## src/rtl/fb_pkg.sv

```systemverilog
`default_nettype none
// ----------------------------------------------------------------------------
// fb_pkg
// Shared types, constants and the CRC-16 byte update for the frame builder.
// ----------------------------------------------------------------------------
package fb_pkg;

  localparam int FRAME_MAX = 1024;
  localparam int HDR_BYTES = 4;
  localparam int CRC_BYTES = 2;
  localparam int LEN_W     = 10;
  localparam int SUM_W     = 17;   // holds frame length plus framing up to FRAME_MAX range

  localparam logic [15:0] CRC_INIT    = 16'hFFFF;
  localparam logic [15:0] CRC_POLY    = 16'h1021;
  localparam logic [7:0]  START_RESET = 8'hAA;

  localparam int QDEPTH = 4;
  localparam int QAW    = 2;
  localparam int QCW    = 3;

  typedef enum logic [2:0] {
    ST_OK       = 3'd0,
    ST_ZERO_LEN = 3'd1,
    ST_TOO_LONG = 3'd2,
    ST_OPEN     = 3'd3,
    ST_MISMATCH = 3'd4
  } status_t;

  typedef enum logic [1:0] {
    CMD_ERR  = 2'd0,
    CMD_HEAD = 2'd1,
    CMD_DATA = 2'd2
  } cmd_kind_t;

  typedef struct packed {
    cmd_kind_t         kind;
    status_t           status;
    logic              crc_tail;
    logic [7:0]        ftype;
    logic [LEN_W-1:0]  flen;
    logic [7:0]        data;
  } cmd_t;

  typedef enum logic [2:0] {
    BK_CMD  = 3'd0,
    BK_TYPE = 3'd1,
    BK_LENH = 3'd2,
    BK_LENL = 3'd3,
    BK_DATA = 3'd4,
    BK_CRCH = 3'd5,
    BK_CRCL = 3'd6
  } bk_state_t;

  // MSB-first CRC-16 update over one byte
  function automatic logic [15:0] crc_feed(input logic [15:0] crc, input logic [7:0] b);
    logic [15:0] c;
    c = crc ^ {b, 8'h00};
    for (int i = 0; i < 8; i++) begin
      c = c[15] ? ((c << 1) ^ CRC_POLY) : (c << 1);
    end
    return c;
  endfunction

endpackage
`default_nettype wire

```

## src/rtl/fb_in_if.sv

```systemverilog
`default_nettype none
// ----------------------------------------------------------------------------
// fb_in_if
// Input channel: one payload byte per transaction with frame markers.
// ----------------------------------------------------------------------------
interface fb_in_if;
  logic       valid;
  logic       ready;
  logic       first;
  logic       last;
  logic [7:0] frame_type;
  logic [9:0] frame_len;
  logic [7:0] data_byte;

  modport source (output valid, first, last, frame_type, frame_len, data_byte,
                  input ready);
  modport sink   (input valid, first, last, frame_type, frame_len, data_byte,
                  output ready);
endinterface
`default_nettype wire

```

## src/rtl/fb_out_if.sv

```systemverilog
`default_nettype none
// ----------------------------------------------------------------------------
// fb_out_if
// Result channel: one frame byte or one error result per transaction.
// ----------------------------------------------------------------------------
interface fb_out_if;
  logic       valid;
  logic       ready;
  logic [7:0] out_byte;
  logic       end_of_frame;
  logic [2:0] status;

  modport source (output valid, out_byte, end_of_frame, status, input ready);
  modport sink   (input valid, out_byte, end_of_frame, status, output ready);
endinterface
`default_nettype wire

```

## src/rtl/fb_cfg_if.sv

```systemverilog
`default_nettype none
// ----------------------------------------------------------------------------
// fb_cfg_if
// Configuration write channel for the start-of-frame byte.
// ----------------------------------------------------------------------------
interface fb_cfg_if;
  logic       valid;
  logic       ready;
  logic [7:0] data;

  modport source (output valid, data, input ready);
  modport sink   (input valid, data, output ready);
endinterface
`default_nettype wire

```

## src/rtl/fb_front.sv

```systemverilog
`default_nettype none
// ----------------------------------------------------------------------------
// fb_front
// Accepts input bytes, checks them against the open frame and queues commands.
// ----------------------------------------------------------------------------
module fb_front import fb_pkg::*; (
  input  wire logic clk,
  input  wire logic rst_n,
  fb_in_if.sink     in_ch,
  output cmd_t      cmd,
  output logic      push,
  input  wire logic q_full
);

  logic             open_r, open_nxt;
  logic [LEN_W-1:0] left_r, left_nxt;
  logic             accept;
  logic [SUM_W-1:0] len_sum;
  logic             too_long;

  assign in_ch.ready = !q_full;
  assign accept      = in_ch.valid && !q_full;
  assign push        = accept;

  assign len_sum  = SUM_W'(in_ch.frame_len) + SUM_W'(HDR_BYTES + CRC_BYTES);
  assign too_long = len_sum > SUM_W'(FRAME_MAX);

  always_comb begin
    open_nxt     = open_r;
    left_nxt     = left_r;
    cmd.kind     = CMD_ERR;
    cmd.status   = ST_MISMATCH;
    cmd.crc_tail = in_ch.last;
    cmd.ftype    = in_ch.frame_type;
    cmd.flen     = in_ch.frame_len;
    cmd.data     = in_ch.data_byte;
    if (in_ch.first) begin
      if (in_ch.frame_len == '0) begin
        cmd.status = ST_ZERO_LEN;
      end else if (open_r) begin
        cmd.status = ST_OPEN;          // leave the open frame alone
      end else if (too_long) begin
        cmd.status = ST_TOO_LONG;
      end else if (in_ch.last && in_ch.frame_len != LEN_W'(1)) begin
        cmd.status = ST_MISMATCH;
      end else begin
        cmd.kind   = CMD_HEAD;
        cmd.status = ST_OK;
        open_nxt   = !in_ch.last;
        left_nxt   = in_ch.last ? '0 : in_ch.frame_len - LEN_W'(1);
      end
    end else if (open_r) begin
      if (left_r == '0 || (in_ch.last && left_r != LEN_W'(1))) begin
        open_nxt = 1'b0;               // drop the frame
        left_nxt = '0;
      end else begin
        cmd.kind   = CMD_DATA;
        cmd.status = ST_OK;
        left_nxt   = left_r - LEN_W'(1);
        if (in_ch.last) begin
          open_nxt = 1'b0;
        end
      end
    end
  end

  always_ff @(posedge clk) begin
    if (!rst_n) begin
      open_r <= 1'b0;
      left_r <= '0;
    end else if (accept) begin
      open_r <= open_nxt;
      left_r <= left_nxt;
    end
  end

  a_closed_empty: assert property (@(posedge clk) disable iff (!rst_n)
    !open_r |-> left_r == '0)
    else $error("closed frame still counts bytes");

  a_open_kept: assert property (@(posedge clk) disable iff (!rst_n)
    accept && in_ch.first && open_r |=> open_r)
    else $error("second start closed the open frame");

endmodule
`default_nettype wire

```

## src/rtl/fb_cmd_fifo.sv

```systemverilog
`default_nettype none
// ----------------------------------------------------------------------------
// fb_cmd_fifo
// Short command queue between the front and the back end.
// ----------------------------------------------------------------------------
module fb_cmd_fifo import fb_pkg::*; (
  input  wire logic clk,
  input  wire logic rst_n,
  input  wire logic push,
  input  wire cmd_t push_cmd,
  output logic      full,
  input  wire logic pop,
  output cmd_t      head,
  output logic      head_valid
);

  cmd_t           mem_r [QDEPTH];
  logic [QAW-1:0] wr_ptr_r;
  logic [QAW-1:0] rd_ptr_r;
  logic [QCW-1:0] cnt_r, cnt_nxt;

  assign full       = cnt_r == QCW'(QDEPTH);
  assign head_valid = cnt_r != '0;
  assign head       = mem_r[rd_ptr_r];

  always_comb begin
    cnt_nxt = cnt_r;
    if (push && !pop) begin
      cnt_nxt = cnt_r + QCW'(1);
    end else if (pop && !push) begin
      cnt_nxt = cnt_r - QCW'(1);
    end
  end

  always_ff @(posedge clk) begin
    if (!rst_n) begin
      wr_ptr_r <= '0;
      rd_ptr_r <= '0;
      cnt_r    <= '0;
    end else begin
      cnt_r <= cnt_nxt;
      if (push) begin
        wr_ptr_r <= wr_ptr_r + QAW'(1);
      end
      if (pop) begin
        rd_ptr_r <= rd_ptr_r + QAW'(1);
      end
    end
  end

  always_ff @(posedge clk) begin
    if (push) begin
      mem_r[wr_ptr_r] <= push_cmd;
    end
  end

  a_no_overflow: assert property (@(posedge clk) disable iff (!rst_n)
    push |-> !full || pop)
    else $error("command queue overflow");

endmodule
`default_nettype wire

```

## src/rtl/fb_back.sv

```systemverilog
`default_nettype none
// ----------------------------------------------------------------------------
// fb_back
// Expands queued commands into frame bytes, runs the CRC, drives the output.
// ----------------------------------------------------------------------------
module fb_back import fb_pkg::*; (
  input  wire logic       clk,
  input  wire logic       rst_n,
  input  wire cmd_t       cmd,
  input  wire logic       q_valid,
  output logic            q_pop,
  input  wire logic [7:0] start_byte,
  fb_out_if.source        out_ch
);

  bk_state_t   st_r, st_nxt;
  logic [15:0] crc_r, crc_nxt;
  logic        out_valid_r;
  logic [7:0]  byte_r;
  logic        eof_r;
  status_t     status_r;

  logic        slot_free;
  logic        fire;
  logic [7:0]  byte_v;
  logic        eof_v;
  status_t     status_v;
  logic        feed;
  logic        restart;

  assign slot_free = !out_valid_r || out_ch.ready;
  assign fire      = q_valid && slot_free;

  // next state
  always_comb begin
    st_nxt = st_r;
    if (fire) begin
      case (st_r)
        BK_CMD: begin
          case (cmd.kind)
            CMD_HEAD: st_nxt = BK_TYPE;
            CMD_DATA: st_nxt = cmd.crc_tail ? BK_CRCH : BK_CMD;
            default:  st_nxt = BK_CMD;
          endcase
        end
        BK_TYPE: st_nxt = BK_LENH;
        BK_LENH: st_nxt = BK_LENL;
        BK_LENL: st_nxt = BK_DATA;
        BK_DATA: st_nxt = cmd.crc_tail ? BK_CRCH : BK_CMD;
        BK_CRCH: st_nxt = BK_CRCL;
        default: st_nxt = BK_CMD;
      endcase
    end
  end

  // outputs of the current step
  always_comb begin
    byte_v   = 8'h00;
    eof_v    = 1'b0;
    status_v = ST_OK;
    feed     = 1'b0;
    restart  = 1'b0;
    case (st_r)
      BK_CMD: begin
        case (cmd.kind)
          CMD_HEAD: begin
            byte_v  = start_byte;
            feed    = 1'b1;
            restart = 1'b1;
          end
          CMD_DATA: begin
            byte_v = cmd.data;
            feed   = 1'b1;
          end
          default: begin
            eof_v    = 1'b1;
            status_v = cmd.status;
          end
        endcase
      end
      BK_TYPE: begin
        byte_v = cmd.ftype;
        feed   = 1'b1;
      end
      BK_LENH: begin
        byte_v = {6'd0, cmd.flen[9:8]};
        feed   = 1'b1;
      end
      BK_LENL: begin
        byte_v = cmd.flen[7:0];
        feed   = 1'b1;
      end
      BK_DATA: begin
        byte_v = cmd.data;
        feed   = 1'b1;
      end
      BK_CRCH: byte_v = crc_r[15:8];
      BK_CRCL: begin
        byte_v = crc_r[7:0];
        eof_v  = 1'b1;
      end
      default: byte_v = 8'h00;
    endcase
  end

  assign q_pop = fire && st_nxt == BK_CMD;

  always_comb begin
    crc_nxt = crc_r;
    if (fire && feed) begin
      crc_nxt = crc_feed(restart ? CRC_INIT : crc_r, byte_v);
    end
  end

  always_ff @(posedge clk) begin
    if (!rst_n) begin
      st_r        <= BK_CMD;
      crc_r       <= CRC_INIT;
      out_valid_r <= 1'b0;
    end else begin
      st_r  <= st_nxt;
      crc_r <= crc_nxt;
      if (slot_free) begin
        out_valid_r <= fire;
      end
    end
  end

  always_ff @(posedge clk) begin
    if (fire) begin
      byte_r   <= byte_v;
      eof_r    <= eof_v;
      status_r <= status_v;
    end
  end

  assign out_ch.valid        = out_valid_r;
  assign out_ch.out_byte     = byte_r;
  assign out_ch.end_of_frame = eof_r;
  assign out_ch.status       = status_r;

  a_crc_closes: assert property (@(posedge clk) disable iff (!rst_n)
    fire && st_r == BK_CRCL |=> st_r == BK_CMD)
    else $error("sequencer did not return after the CRC");

  a_err_shape: assert property (@(posedge clk) disable iff (!rst_n)
    out_valid_r && status_r != ST_OK |-> eof_r && byte_r == 8'h00)
    else $error("error result malformed");

endmodule
`default_nettype wire

```

## src/rtl/frame_builder_crc16_top.sv

```systemverilog
`default_nettype none
// ----------------------------------------------------------------------------
// frame_builder_crc16_top
// Length-prefixed frame builder with CRC-16/CCITT-FALSE trailer.
// ----------------------------------------------------------------------------
// On an idle block the first result of an item is registered in the command
//   queue and then in the output register before it is valid.
// Throughput: one output byte per cycle while the output port is ready;
//   payload bytes at one per cycle while the queue has room. A start item
//   makes 5 bytes, a last item 2 more (CRC): the 4-entry queue absorbs it.
// Reset (rst_n low, synchronous): closes any frame, empties the queue and the
//   output register, and sets the start byte to 0xAA. No clearing pass.
// ----------------------------------------------------------------------------
module frame_builder_crc16_top import fb_pkg::*; (
  input  wire logic clk,
  input  wire logic rst_n,
  fb_in_if.sink     in_ch,
  fb_out_if.source  out_ch,
  fb_cfg_if.sink    cfg_ch
);

  logic [7:0] start_byte_r;
  cmd_t       push_cmd;
  cmd_t       head_cmd;
  logic       push;
  logic       q_full;
  logic       q_pop;
  logic       q_valid;

  assign cfg_ch.ready = 1'b1;

  always_ff @(posedge clk) begin
    if (!rst_n) begin
      start_byte_r <= START_RESET;
    end else if (cfg_ch.valid) begin
      start_byte_r <= cfg_ch.data;
    end
  end

  fb_front u_front (
    .clk    (clk),
    .rst_n  (rst_n),
    .in_ch  (in_ch),
    .cmd    (push_cmd),
    .push   (push),
    .q_full (q_full)
  );

  fb_cmd_fifo u_fifo (
    .clk        (clk),
    .rst_n      (rst_n),
    .push       (push),
    .push_cmd   (push_cmd),
    .full       (q_full),
    .pop        (q_pop),
    .head       (head_cmd),
    .head_valid (q_valid)
  );

  fb_back u_back (
    .clk        (clk),
    .rst_n      (rst_n),
    .cmd        (head_cmd),
    .q_valid    (q_valid),
    .q_pop      (q_pop),
    .start_byte (start_byte_r),
    .out_ch     (out_ch)
  );

endmodule
`default_nettype wire

```

## src/flat_wrapper.sv

```systemverilog
// flat-port wrapper written by rule: the top's interface ports become plain ports
module frame_builder_crc16_top_flat import fb_pkg::*;
  (clk, rst_n, in_ch_valid, in_ch_first, in_ch_last, in_ch_frame_type, in_ch_frame_len, in_ch_data_byte, in_ch_ready, out_ch_valid, out_ch_out_byte, out_ch_end_of_frame, out_ch_status, out_ch_ready, cfg_ch_valid, cfg_ch_data, cfg_ch_ready);
  fb_in_if in_ch_i ();
  fb_out_if out_ch_i ();
  fb_cfg_if cfg_ch_i ();
  input  wire logic clk;
  input  wire logic rst_n;
  input wire logic [$bits(in_ch_i.valid)-1:0] in_ch_valid;
  input wire logic [$bits(in_ch_i.first)-1:0] in_ch_first;
  input wire logic [$bits(in_ch_i.last)-1:0] in_ch_last;
  input wire logic [$bits(in_ch_i.frame_type)-1:0] in_ch_frame_type;
  input wire logic [$bits(in_ch_i.frame_len)-1:0] in_ch_frame_len;
  input wire logic [$bits(in_ch_i.data_byte)-1:0] in_ch_data_byte;
  output wire logic [$bits(in_ch_i.ready)-1:0] in_ch_ready;
  output wire logic [$bits(out_ch_i.valid)-1:0] out_ch_valid;
  output wire logic [$bits(out_ch_i.out_byte)-1:0] out_ch_out_byte;
  output wire logic [$bits(out_ch_i.end_of_frame)-1:0] out_ch_end_of_frame;
  output wire logic [$bits(out_ch_i.status)-1:0] out_ch_status;
  input wire logic [$bits(out_ch_i.ready)-1:0] out_ch_ready;
  input wire logic [$bits(cfg_ch_i.valid)-1:0] cfg_ch_valid;
  input wire logic [$bits(cfg_ch_i.data)-1:0] cfg_ch_data;
  output wire logic [$bits(cfg_ch_i.ready)-1:0] cfg_ch_ready;
  assign in_ch_i.valid = in_ch_valid;
  assign in_ch_i.first = in_ch_first;
  assign in_ch_i.last = in_ch_last;
  assign in_ch_i.frame_type = in_ch_frame_type;
  assign in_ch_i.frame_len = in_ch_frame_len;
  assign in_ch_i.data_byte = in_ch_data_byte;
  assign in_ch_ready = in_ch_i.ready;
  assign out_ch_valid = out_ch_i.valid;
  assign out_ch_out_byte = out_ch_i.out_byte;
  assign out_ch_end_of_frame = out_ch_i.end_of_frame;
  assign out_ch_status = out_ch_i.status;
  assign out_ch_i.ready = out_ch_ready;
  assign cfg_ch_i.valid = cfg_ch_valid;
  assign cfg_ch_i.data = cfg_ch_data;
  assign cfg_ch_ready = cfg_ch_i.ready;
  frame_builder_crc16_top u_core (.clk(clk), .rst_n(rst_n), .in_ch(in_ch_i), .out_ch(out_ch_i), .cfg_ch(cfg_ch_i));
endmodule
```

## config.mk

```make
export PLATFORM = sky130hd
export DESIGN_NAME = frame_builder_crc16_top_flat
export DESIGN_NICKNAME = d
export VERILOG_FILES = /design/src/rtl/fb_pkg.sv /design/src/rtl/fb_in_if.sv /design/src/rtl/fb_out_if.sv /design/src/rtl/fb_cfg_if.sv /design/src/rtl/fb_front.sv /design/src/rtl/fb_cmd_fifo.sv /design/src/rtl/fb_back.sv /design/src/rtl/frame_builder_crc16_top.sv /design/src/flat_wrapper.sv
export SDC_FILE = /design/constraint.sdc
export NUM_CORES = 1
export LEC_CHECK = 0
export BUFFER_PORTS_ARGS = -buffer_cell sky130_fd_sc_hd__buf_4
export CORE_MARGIN = 3
export CORE_UTILIZATION = 65
export DETAILED_ROUTE_END_ITERATION = 10
export PLACE_DENSITY = 0.85
export SYNTH_ARGS = -nofsm -noshare
export SYNTH_HDL_FRONTEND = slang
export SYNTH_SLANG_ARGS = --single-unit
```

## constraint.sdc

```tcl
create_clock -name clk -period 8.6 [get_ports clk]
set_input_delay 0 -clock clk [delete_from_list [all_inputs] [get_ports clk]]
set_output_delay 0 -clock clk [all_outputs]
set_load 0.1 [all_outputs]
```

Word level (Yosys, flattened, before mapping) --
Memory sizes are Yosys's and may differ from the RTL's. A register that Yosys moved wholly into a read port is not among the register bits. Index checks and enable logic that the tools add are counted.
Word-level totals: bits in registers 58, memory bits (writable) 128, input bits 41, output and inout port bits 15, word-level logic and storage cells 127, memories 1
Operators by class: add/sub/neg operators 7, magnitude comparators 1, equality and inequality tests 15, mux-type cells 54, bitwise gates (word level) 10, reduce and logical (&&, ||, !) cells 27
Memories:
- u_core.u_fifo.mem_r | depth 4, width 32, rd ports 1, clocked after Yosys merged registers in 1, wr ports 1, RTL line fb_cmd_fifo.sv:17 | cmd_t mem_r [QDEPTH];
Operator list (number):
- 13-bit 2-to-1 mux | 8
- 10-bit 2-to-1 mux | 8
- 8-bit case mux with 7 select lines | 1
- 3-bit 2-to-1 mux | 8
- 3-bit inverter | 8
- 10-bit logical NOT | 2
- 10-bit by 1-bit != test with 1-bit output, second input constant | 2
- 10-bit by 1-bit subtractor with 10-bit output, second input constant | 2
- 3-bit case mux with 6 select lines | 1
- 1-bit 2-to-1 mux | 17
- 16-bit 2-to-1 mux | 1
- 8-bit case mux with 2 select lines | 1
- 16-bit XOR | 1
- 5-bit 2-to-1 mux | 3
- 3-bit equality test, second input constant | 4
- 10-bit by 3-bit adder with 11-bit output, second input constant | 1
- 11-bit greater-than comparator, second input constant | 1
- 1-bit logical AND | 8
- 3-bit by 2-bit equality test with 1-bit output, second input constant | 2
- 3-bit logical NOT | 2
- 2-bit 2-to-1 mux | 3
- 3-bit case mux with 2 select lines | 1
- 6-bit AND reduction | 1
- 1-bit logical NOT | 5
- 18 further kinds | 23

Depth between registers and ports, before layout --
Gate-level depths: netlist of run 1.
depth in word-level cells 21, gate-level depth with buffers 17, mapped depth without buffers 13

Modules after synthesis --
Synthesis of run 1 repeated with hierarchy kept, for this count alone.
Unflattened totals: cells, all modules 635, area total of the unflattened synthesis 8765.9 µm²
Modules (own cells, without submodules):
- fb_cmd_fifo | instances 1, cells each 210, area each 5104.9 µm², seq. area each 4023.9 µm²
- fb_back | instances 1, cells each 228, area each 2079.5 µm², seq. area each 760.7 µm²
- fb_front | instances 1, cells each 170, area each 1278.7 µm², seq. area each 220.2 µm²
- frame_builder_crc16_top | instances 1, cells each 27, area each 302.8 µm², seq. area each 160.2 µm²

Least setup slack after synthesis of run 1 --
OpenSTA, ideal clock, no wires.
path kind register -> register, start point register with a tool-made name, end point register u_core.u_fifo.cnt_r[2], library setup time 0.070 ns, data arrival time 3.966 ns, required time 8.530 ns, slack 4.563 ns, stages on the path, launching flop included 18, buffers on the path 4, clock period less this slack 4.037 ns, path through dfxtp_1 buf_6 buf_6 buf_2 mux4_2 inv_1 ha_1 nor4b_2 clkbuf_1 a21oi_1 nand3_1 a21o_1 ha_1 inv_1 fa_1 xor2_1 or3_1 a21oi_1
RTL lines:
- to (signal assigned) | RTL line fb_cmd_fifo.sv:41 | cnt_r <= cnt_nxt;
- to (decl) | RTL line fb_cmd_fifo.sv:20 | logic [QCW-1:0] cnt_r, cnt_nxt;

==> summary.md, run 1 <==
| Metric | Value |
|---|---|
| RSZ-0062 raised after global routing | `no` |
| DR pass1 iterations | `5` |
| Root Buffer | `clkbuf_16` |
| P_sw | `about 1400 uW` |
| Fillers | `679` |
| Commonest non-fill, non-tap cell in the layout | `edfxtp_1` |
| Commonest non-fill, non-tap cells in the layout | `edfxtp_1 (140), buf_4 (66), nor2_1 (58)` |
| Slew @ Worst Pin | `1.10 ns` |
| Compound-gate portion of the synthesized area | `a little over a tenth` |
| Switch share | `~40%` |
| Drt first-iter violations | `~750` |
| Data required time of the critical path | `between 8 and 9 ns` |
| Critical path class | `reg -> reg` |
| Final Setup Violations | `0` |
| EDFF count, synth | `between 100 and 150` |
| Logic pwr share | `roughly two fifths` |
| Die H | `121 um` |
| CP delay by family, top | `simple AND/OR/NAND/NOR gates` |
| Crit path DAT | `around 5.0 ns` |
| Period minus WS final | `4.59 ns` |
| Slowest-stage cell, CP | `nor2b_1` |
| Cell count after synthesis | `between 600 and 700` |
| Total GRT Usage | `between 30% and 40%` |
| Wirelength per Cell | `around 23 um` |
| Max-slew violations | `0` |
| Most used DFF post-synth | `edfxtp_1` |
| Vias/cell | `6.64` |
| Final hold violation count | `0` |
| Fin area | `roughly 0.010 sq mm` |
| Clock Skew | `between 0.009 and 0.01 ns` |
| H-tree depth | `4` |
| Outcome | `finished, final reports clean` |
| TritonCTS clock tree | `built` |
| Post-layout util | `80.0%` |
| Post-route clock period utilization | `between 50% and 60%` |
| Clock share of power | `approximately 23%` |
| Xor/xnor share of the synthesized area | `2.15%` |
| Simple-gate share of the synthesized area | `a little under an eighth` |
| Crit. End Element | `flip-flop` |
| Die extent in x | `roughly 120 um` |
| Total power | `~3400 uW` |
| Final WS setup | `between 4 and 5 ns` |
| Internal | `between 2000 and 2500 uW` |
| Drt drc | `0` |
| Synthesized area | `roughly 0.0086 sq mm` |
| Largest family of logic cells by synthesized area | `simple AND/OR/NAND/NOR gates` |
| Ports | `56` |
| Bufs on Longest Clock Path | `2` |
| Final ANT Viol Nets | `0` |
| Syn_nets | `a little over 700` |
| WP buf/inv | `2` |
| Avg Cell Area, Syn | `around 13 sq um` |
| Post-CTS setup buffers | `0` |
| Yosys cell types | `61` |
| VDD IR-drop max | `0.000167 V` |
| Sequential share of the synthesized area | `about three fifths` |
| FP Rows | `between 40 and 50` |
| Crit-path max cell delay | `between 0.6 and 0.7 ns` |
| LEAKAGE | `between 0.003 and 0.004 uW` |
| Slew HR | `around a quarter` |
| Number of CTS-inserted buffers | `17` |
| Area delta synth->final | `19.3%` |
| Initial core utilization | `~67%` |
| Reg clk slew, reported paths | `0.07 ns` |
| First-pass GRT wire length | `approximately 34000 um` |
| Async SR Flop Fraction | `0%` |
| CP Launch Type | `flip-flop` |
| Adder-cell share of the synthesized area | `2.42%` |
| Mux contribution to synthesized area | `9.55%` |
| Worst Path Max Fanout | `32` |
| Layout cells sized above 1 | `between 10% and 20%` |
| Total of max-cap violations | `0` |
| Hpwl dp | `between 10000 and 15000 um` |
| HP Class | `in -> reg` |
| Yosys warns | `0` |
| Worst skew pair latency | `about 0.44 ns` |
| Post-Route Setup TNS | `0 ns` |
| Port buffer count | `between 50 and 60` |
| Yosys reg bits | `188` |
| Largest net degree at the start of global routing | `37` |
| Pre-CTS setup slack | `around 4.1 ns` |
| Number of global-route vias before repair | `about 6200` |
| Routed vias | `6257` |
| Seq pwr share | `between 30% and 40%` |
| Core area | `0.0128 sq mm` |
| Gpl congestion | `0.920` |
| Diode count | `0` |
| Max Freq | `about 220 MHz` |
| Post-layout net count | `~800` |
| Die area | `0.0146 sq mm` |
| Grt ovf | `0` |
| Final wirelength | `roughly 22000 um` |
| Sink Count | `188` |
| Power density over the cells | `337 mW/mm^2` |
| Placed cell area | `~0.0091 sq mm` |
| CP cell instances | `buf_4 > mux4_2 > ha_1 > nor2b_1 > a21oi_1 > o311ai_0 > a21o_1 > ha_1 > inv_1 > fa_1 > xor2_1 > or3_1 > a21oi_1` |
| Initial antenna violation count | `0` |
flip-flops by register name, summed over array words and instances, names as in the netlist, named ones only:
| register | cells |
|---|---|
| u_core.u_fifo.cnt_r | 3 |
| u_core.u_fifo.wr_ptr_r | 2 |
| u_core.u_back.out_ch.end_of_frame | 1 |
| u_core.u_fifo.mem_r | 128 |
| u_core.u_back.crc_r | 16 |
| u_core.u_back.out_ch.out_byte | 8 |
| u_core.u_front.open_r | 1 |
| u_core.u_fifo.rd_ptr_r | 2 |
| u_core.u_front.left_r | 10 |
| u_core.u_back.out_ch.valid | 1 |
| u_core.start_byte_r | 8 |
| u_core.u_back.out_ch.status | 3 |
| u_core.u_back.st_r | 3 |
cells in the mapped netlist (all sizes together) (5+ instances only):
library cell | count | area (sq um)
a211oi | 7 | 52.6
a21oi | 23 | 115
and2 | 9 | 56.3
and3 | 9 | 56.3
and3b | 5 | 43.8
buf | 11 | 72.6
clkbuf | 24 | 90.1
dfxtp | 48 | 961
edfxtp | 140 | 4200
ha | 15 | 188
inv | 25 | 93.8
mux2i | 9 | 90.1
mux4 | 32 | 728
nand2 | 47 | 176
nand3 | 12 | 60.1
nand4 | 6 | 37.5
nor2 | 58 | 218
nor3 | 23 | 115
o211ai | 29 | 218
o21ai | 22 | 110
or3 | 8 | 50.1
xnor2 | 16 | 140
xor2 | 5 | 43.8
per-stage QoR:
stage / cells / hold WS, ns
2_1_floorplan: 658 / 0.0989
3_3_place_gp: 861 / 0.197
3_5_place_dp: 861 / 0.204
4_1_cts: 942 / 0.00366
5_1_grt: 942 / 0.0172
6_report: 942 / 0.0263
per-layer routing:
metal	global-route usage, %	part of all wire [%]	vias to the layer above
met5	0	0	-
met4	13.2	4.1	0
met3	6.36	7.1	84
met2	51.0	50	370
met1	40.6	39	3074
li1	-	-	2729
final timing paths:
check	start	end	slack (ns)	cells after the start
worst max register to register	flip-flop	u_core.u_fifo.cnt_r[2]$_SDFFE_PN0P_	4.01	13
worst max-delay path	flip-flop	u_core.u_fifo.cnt_r[2]$_SDFFE_PN0P_	4.01	13
worst min register to register	u_core.u_back.out_ch.valid$_SDFFE_PN0N_	u_core.u_back.out_ch.valid$_SDFFE_PN0N_	0.49	2
worst min-delay path	in_ch_first	u_core.u_fifo.mem_r[3][29]$_DFFE_PP_	0.03	2
cells by family (layout without fill, tap and decap cells):
group | Yosys count | after routing
simple gates | 204 | 204
flops | 188 | 188
compound gates | 127 | 127
buf+inv | 60 | 172
mux | 41 | 41
xor+xnor | 21 | 21
fa+ha+maj | 16 | 16
other cells | 1 | 1
area by class of cell:
type | count | area (sq um) | share of cell area [%]
Sequential cell | 188 | 5170 | 50.5
Timing Repair Buffer | 115 | 986 | 9.65
Clock inverter | 13 | 158 | 1.54
Tap cell | 172 | 215 | 2.11
Clock buffer | 19 | 433 | 4.24
Inverter | 25 | 93.8 | 0.918
Multi-Input combinational cell | 410 | 3170 | 31.0
power by group through the flow:
stage	Clock [uW]	Sequential, uW	Combinational [uW]
final	787	1240	1420
after global routing	826	1260	1520
after floorplan	0	1430	847
after detailed placement	0	1250	1350
after CTS	790	1240	1390
after global placement	0	1240	1320
what timing repair did:
| action | 4_1_cts | 5_1_grt |
|---|---|---|
| endpoints found under the hold margin | 128 | 0 |
| resized for setup | 0 | 0 |
| hold buffers | 49 | 0 |
(Power assumes the default switching activity.)
==> run 2, diff against run 1 <==
--- a/config.mk
+++ b/config.mk
@@ -7,9 +7,9 @@
 export LEC_CHECK = 0
 export BUFFER_PORTS_ARGS = -buffer_cell sky130_fd_sc_hd__buf_4
 export CORE_MARGIN = 3
-export CORE_UTILIZATION = 65
+export CORE_UTILIZATION = 55
 export DETAILED_ROUTE_END_ITERATION = 10
-export PLACE_DENSITY = 0.85
+export PLACE_DENSITY = 0.76
 export SYNTH_ARGS = -nofsm -noshare
 export SYNTH_HDL_FRONTEND = slang
 export SYNTH_SLANG_ARGS = --single-unit
==> constraint.sdc (replaced) <==
create_clock -name clk -period 3.75 [get_ports clk]
set_input_delay 0 -clock clk [delete_from_list [all_inputs] [get_ports clk]]
set_output_delay 0 -clock clk [all_outputs]
set_load 0.1 [all_outputs]
==> summary.md, run 2 (synthesis results as in run 1) <==
| Metric | Value |
|---|---|
| Port buffer count | `54 (unchanged)` |
| Power density over the cells | `763 mW/mm^2 (+130%)` |
| Slew @ Worst Pin | `0.844 ns (-0.257 ns)` |
| Grt ovf | `0 (unchanged)` |
| Max Freq | `287 MHz (+32%)` |
| DR pass1 iterations | `5 (unchanged)` |
| Post-Route Setup TNS | `0 ns (unchanged)` |
| Max reg flops | `128 (unchanged)` |
| Number of CTS-inserted buffers | `17 (unchanged)` |
| TritonCTS clock tree | `built` |
| Worst skew pair latency | `0.44 ns (about the same)` |
| Number of global-route vias before repair | `5899 (-5.2%)` |
| Total of max-cap violations | `0 (unchanged)` |
| Crit path capture | `u_core.u_fifo.cnt_r[2]$_SDFFE_PN0P_` |
| Outcome | `finished, final reports clean` |
| Hpwl dp | `12600 um (-0.22%)` |
| Commonest non-fill, non-tap cell in the layout | `edfxtp_1` |
| RSZ-0062 raised after global routing | `no` |
| Data required time of the critical path | `4.12 ns (-4.84 ns)` |
| Reg2reg end | `u_core.u_fifo.cnt_r[2]$_SDFFE_PN0P_` |
| Total GRT Usage | `24.2% (-6.9 points)` |
| Area delta synth->final | `20.6%` |
| First-pass GRT wire length | `31200 um (-8.8%)` |
| Period minus WS final | `3.48 ns (-1.11 ns)` |
| Vias/cell | `6.10 (-8.1%)` |
| Slew HR | `43.7% (+17 points)` |
| Core area | `0.0152 sq mm (+19%)` |
| Worst Path Max Fanout | `7 (-78%)` |
| CP Launch Type | `flip-flop` |
| Bufs on Longest Clock Path | `2 (unchanged)` |
| Gpl congestion | `0.924 (+0.45%)` |
| Worst Hold Slack | `0.301 ns (+0.275 ns)` |
| Ports | `56 (unchanged)` |
| Drt first-iter violations | `510 (-32%)` |
| Die extent in x | `131 um (+8.3%)` |
| Crit path DAT | `3.85 ns (-1.10 ns)` |
| Post-layout net count | `821 (+0.86%)` |
| Post-route clock period utilization | `92.8% (+39 points)` |
| Critical path class | `reg -> reg` |
| Met3 Usage GRT | `5.24% (-1.1 points)` |
| Fillers | `1037 (+53%)` |
| Sink Count | `188 (unchanged)` |
| Final Setup Violations | `0 (unchanged)` |
| Drt drc | `0 (unchanged)` |
| Commonest non-fill, non-tap cells in the layout | `edfxtp_1 (140), buf_4 (71), nor2_1 (58)` |
| Final ANT Viol Nets | `0 (unchanged)` |
| R2R setup slack | `0.27 ns (-3.74 ns)` |
| Top flop regs | `u_core.u_fifo.mem_r x128, u_core.u_back.crc_r x16, u_core.u_front.left_r x10` |
| HP Class | `in -> reg` |
| Layout cells sized above 1 | `18.5% (+0.74 points)` |
| Top reg by flops | `u_core.u_fifo.mem_r` |
| FP Rows | `45 (+9.8%)` |
| Die H | `131 um (+8.3%)` |
| Met2 usage | `41.4% (-9.5 points)` |
| Largest net degree at the start of global routing | `37 (unchanged)` |
| GR peak layer | `met2` |
| Wirelength per Cell | `20.3 um (-11%)` |
| Final wirelength | `19600 um (-9.0%)` |
| Post-CTS setup buffers | `0 (unchanged)` |
| Clock Skew | `0.0137 ns (+0.00372 ns)` |
| Root Buffer | `clkbuf_16` |
| Initial core utilization | `56.4% (-11 points)` |
| Reg clk slew, reported paths | `0.08 ns (about the same)` |
| Register area | `0.00517 sq mm (unchanged)` |
| Grt met1 use | `30.0% (-11 points)` |
| Max-slew violations | `0 (unchanged)` |
| Die area | `0.0171 sq mm (+17%)` |
| VDD IR-drop max | `0.000510 V (+210%)` |
| Routed vias | `5891 (-5.8%)` |
| Diode count | `0 (unchanged)` |
| LEAKAGE | `0.00376 uW (+1.5%)` |
| Crit. End Element | `flip-flop` |
| Initial antenna violation count | `0 (unchanged)` |
| R2R cell count | `13 (unchanged)` |
| Final hold violation count | `0 (unchanged)` |
| H-tree depth | `4 (unchanged)` |
| Multi-input gate area | `0.00317 sq mm (unchanged)` |
## run 2: cell count changes in the layout (fill, tap and decap cells not counted), sizes merged
| cell | delta |
|---|---|
| dlygate4sd3 | +2 |
| bufinv | -1 |
| buf | +5 |
| inv | -1 |
| clkinvlp | -2 |
| clkinv | +6 |
| clkbuf | -2 |
## run 2: layer usage
metal  vias up  share of wire [%]  wire length, um
met4         0                2.7              523
met1      2943                 40             7930
met2       180                 51            10100
met3        32                5.4             1070
li1       2736                  -                -
met5         -                  0                0
## run 2: final cells by class
cell class / instances / share of cell area (%)
clock buffers: 17 / 4.12
clock inverters: 15 / 1.95
inverters: 25 / 0.908
multi-input cells: 410 / 30.7
flip-flops and latches: 188 / 50.0
well taps: 188 / 2.28
repair buffers: 122 / 10.1
## run 2: timing repair
| item | 4_1_cts | 5_1_grt |
|---|---|---|
| resized for setup | 0 | 0 |
| hold buffers | 51 | 0 |
| endpoints found under the hold margin | 137 | 0 |
## run 2: power by group
| part | internal [uW] | total [uW] | switching [uW] | leakage (uW) |
|---|---|---|---|---|
| clock network | 966 | 1840 | 874 | 0.000304 |
| logic | 1150 | 3230 | 2080 | 0.00176 |
| registers | 2610 | 2810 | 203 | 0.00169 |
| total | 4730 | 7880 | 3160 | 0.00376 |
## run 2: worst min path at each step
stage,slack [ns],depth (start not counted),end,from
finish,0.30,2,u_core.u_fifo.mem_r[3][0]$_DFFE_PP_,in_ch_data_byte[0]
global route,0.29,2,u_core.u_fifo.mem_r[2][1]$_DFFE_PP_,in_ch_data_byte[1]
CTS,0.29,2,u_core.u_fifo.mem_r[0][1]$_DFFE_PP_,in_ch_data_byte[1]
detailed placement,0.20,1,u_core.u_fifo.mem_r[2][6]$_DFFE_PP_,in_ch_data_byte[6]
global placement,0.20,1,u_core.u_fifo.mem_r[0][0]$_DFFE_PP_,in_ch_data_byte[0]
floorplan,0.1,0,u_core.u_fifo.mem_r[0][0]$_DFFE_PP_,in_ch_data_byte[0]
## run 2: critical path, cell delays in order (launching register included)
cell and delay, ns:
dfxtp_2 0.46, mux4_2 0.55, inv_1 0.07, ha_1 0.25
nor2b_1 0.16, a21oi_1 0.09, o311ai_1 0.38, a21o_1 0.19
ha_1 0.20, inv_1 0.06, fa_1 0.38, xor2_1 0.18
or3_1 0.30, a21oi_1 0.14
## run 2: through the flow
step	instance area [sq um]	cells	total power [uW]	worst slack [ns]	utilization, %
global route	10300	965	8300	0.0555	68.0
CTS	10300	965	7890	0.286	68.0
finish	10300	965	7880	0.268	68.0
floorplan	8590	658	5240	0.0171	-
global placement	9200	882	5910	0.420	60.5
detailed placement	9200	882	6000	0.311	60.5
==> run 3, diff against run 2 <==
--- a/config.mk
+++ b/config.mk
@@ -9,7 +9,7 @@
 export CORE_MARGIN = 3
 export CORE_UTILIZATION = 55
 export DETAILED_ROUTE_END_ITERATION = 10
-export PLACE_DENSITY = 0.76
+export PLACE_DENSITY = 0.78
 export SYNTH_ARGS = -nofsm -noshare
 export SYNTH_HDL_FRONTEND = slang
 export SYNTH_SLANG_ARGS = --single-unit
==> summary.md, run 3 (synthesis results as in run 1) <==
| Metric | Value |
|---|---|
| Drt drc | `0 (unchanged)` |
| RSZ-0062 raised after global routing | `no` |
| Hold Crit Depth | `2 (unchanged)` |
| Commonest non-fill, non-tap cells in the layout | `edfxtp_1 (140), buf_4 (71), nor2_1 (58)` |
| Ports | `56 (unchanged)` |
| Outcome | `finished, final reports clean` |
| CP delay by family, top | `adder cells` |
| Grt ovf | `0 (unchanged)` |
| Max Freq | `289 MHz (+0.59%)` |
| Routed vias | `5951 (+1.0%)` |
| Power density over the cells | `759 mW/mm^2 (-0.52%)` |
| Total GRT Usage | `23.9% (-0.32 points)` |
| Commonest non-fill, non-tap cell in the layout | `edfxtp_1` |
| CP Launch Type | `flip-flop` |
| Die area | `0.0171 sq mm (unchanged)` |
| Number of global-route vias before repair | `5932 (+0.56%)` |
| Reg clk slew, reported paths | `0.07 ns (about the same)` |
| CP cell instances | `mux4_2 > inv_1 > ha_1 > nor2b_1 > buf_4 > o211ai_1 > nand3_1 > a21o_1 > ha_1 > inv_1 > fa_1 > xor2_1 > or3_1 > a21oi_1` |
| Slowest-stage cell, CP | `mux4_2` |
| TritonCTS clock tree | `built` |
| DR pass1 iterations | `5 (unchanged)` |
| Top reg by flops | `u_core.u_fifo.mem_r` |
| FP Rows | `45 (unchanged)` |
| Bufs on Longest Clock Path | `2 (unchanged)` |
| R2R cell count | `14 (+1)` |
| Initial antenna violation count | `0 (unchanged)` |
| First-pass GRT wire length | `31000 um (-0.47%)` |
| Top flop regs | `u_core.u_fifo.mem_r x128, u_core.u_back.crc_r x16, u_core.u_front.left_r x10` |
| Data required time of the critical path | `4.09 ns (-0.03 ns)` |
| Slew @ Worst Pin | `0.883 ns (+0.0393 ns)` |
| Worst skew pair latency | `0.43 ns (about the same)` |
| Core area | `0.0152 sq mm (unchanged)` |
| Number of CTS-inserted buffers | `17 (unchanged)` |
| HP Class | `in -> reg` |
| Worst Path Max Fanout | `9 (+2)` |
| Diode count | `0 (unchanged)` |
| Gpl congestion | `0.924 (about the same)` |
| Crit path DAT | `3.80 ns (-0.05 ns)` |
| Crit-path max cell delay | `0.54 ns (about the same)` |
| Period minus WS final | `3.46 ns (-0.0204 ns)` |
| VDD IR-drop max | `0.000419 V (-18%)` |
| Final Non-Filler Cells | `965 (unchanged)` |
| Max reg flops | `128 (unchanged)` |
| Final ANT Viol Nets | `0 (unchanged)` |
| Post-layout net count | `821 (unchanged)` |
| DP Cell Count | `882 (unchanged)` |
| Total of max-cap violations | `0 (unchanged)` |
| Port buffer count | `54 (unchanged)` |
| Area delta synth->final | `20.0%` |
| WP buf/inv | `3 (+1)` |
| Hold Path Origin | `in_ch_frame_type[6]` |
| Fillers | `1048 (+1.1%)` |
| LEAKAGE | `0.00374 uW (-0.51%)` |
| Final wirelength | `19200 um (-1.9%)` |
| Die extent in x | `131 um (unchanged)` |
| Wirelength per Cell | `19.9 um (-1.9%)` |
| Clock Skew | `0.0105 ns (-0.00315 ns)` |
| Layout cells sized above 1 | `18.3% (-0.26 points)` |
| Drt first-iter violations | `627 (+23%)` |
| Sink Count | `188 (unchanged)` |
| Post-layout util | `67.7% (-0.31 points)` |
| Final hold violation count | `0 (unchanged)` |
| Initial core utilization | `56.4% (unchanged)` |
| Die H | `131 um (unchanged)` |
| Root Buffer | `clkbuf_16` |
| Final Setup Violations | `0 (unchanged)` |
| Post-CTS setup buffers | `0 (unchanged)` |
| Vias/cell | `6.17 (+1.0%)` |
| Critical path class | `reg -> reg` |
| Slew HR | `41.1% (-2.6 points)` |
| H-tree depth | `4 (unchanged)` |
| Max-slew violations | `0 (unchanged)` |
| Post-route clock period utilization | `92.3% (-0.54 points)` |
| Largest net degree at the start of global routing | `37 (unchanged)` |
| Hpwl dp | `12600 um (about the same)` |
| Instance count on the critical path | `14 (+1)` |
| Crit. End Element | `flip-flop` |
| Post-Route Setup TNS | `0 ns (unchanged)` |
==> run 3: cell types whose count changed in the layout (fill, tap and decap cells not counted) <==
cell	previous run	this run
inv_6	2	6
clkinv_8	6	1
dfxtp_2	1	0
clkbuf_1	0	1
clkinv_1	0	1
inv_8	3	2
dfxtp_4	0	1
==> run 3: worst register-to-register path: stages, from the launching register on <==
cell,delay [ns]
dfxtp_4,0.42
mux4_2,0.54
inv_1,0.08
ha_1,0.26
nor2b_1,0.18
buf_4,0.20
o211ai_1,0.12
nand3_1,0.13
a21o_1,0.18
ha_1,0.19
inv_1,0.06
fa_1,0.38
xor2_1,0.18
or3_1,0.32
a21oi_1,0.16
==> run 3: final timing paths <==
check / to / slack [ns]
max: u_core.u_fifo.cnt_r[2]$_SDFFE_PN0P_ / 0.29
min: u_core.u_fifo.mem_r[2][24]$_DFFE_PP_ / 0.32
min reg2reg: u_core.u_back.out_ch.valid$_SDFFE_PN0N_ / 0.49
max reg2reg: u_core.u_fifo.cnt_r[2]$_SDFFE_PN0P_ / 0.29
==> run 3: through the flow <==
step	power (uW)	worst slack (ns)	area, sq um	hold slack, ns
floorplan	5240	0.0171	8590	0.0989
global placement	5890	0.412	9200	0.197
detailed placement	6010	0.286	9200	0.204
CTS	7810	0.216	10300	0.303
global route	8220	0.0540	10300	0.297
finish	7810	0.289	10300	0.320
==> run 3: power breakdown <==
group	switching (uW)	total, uW	internal (uW)
registers	201	2810	2610
logic	2090	3240	1150
clock network	808	1750	942
total	3100	7810	4710
==> run 3: area by class of cell <==
type	instances	area, sq um	area share, %
inverters	25	93.8	0.912
well taps	188	235	2.29
flip-flops and latches	188	5170	50.2
repair buffers	122	1040	10.1
clock buffers	18	429	4.17
clock inverters	14	148	1.44
multi-input cells	410	3170	30.8
==> run 3: layer usage <==
layer  global-route usage, %  up-vias  part of all wire, %
met4                    7.08        0                  1.7
li1                        -     2741                    -
met1                    31.4     2971                   43
met3                    5.16       29                  5.0
met5                       0        -                    0
met2                    40.3      210                   51
==> run 3: what timing repair did <==
action                                 in CTS  in global routing
setup endpoints to repair                   0                  1
hold buffers                               51                  0
gates resized for setup                     0                  1
endpoints found under the hold margin     130                  0
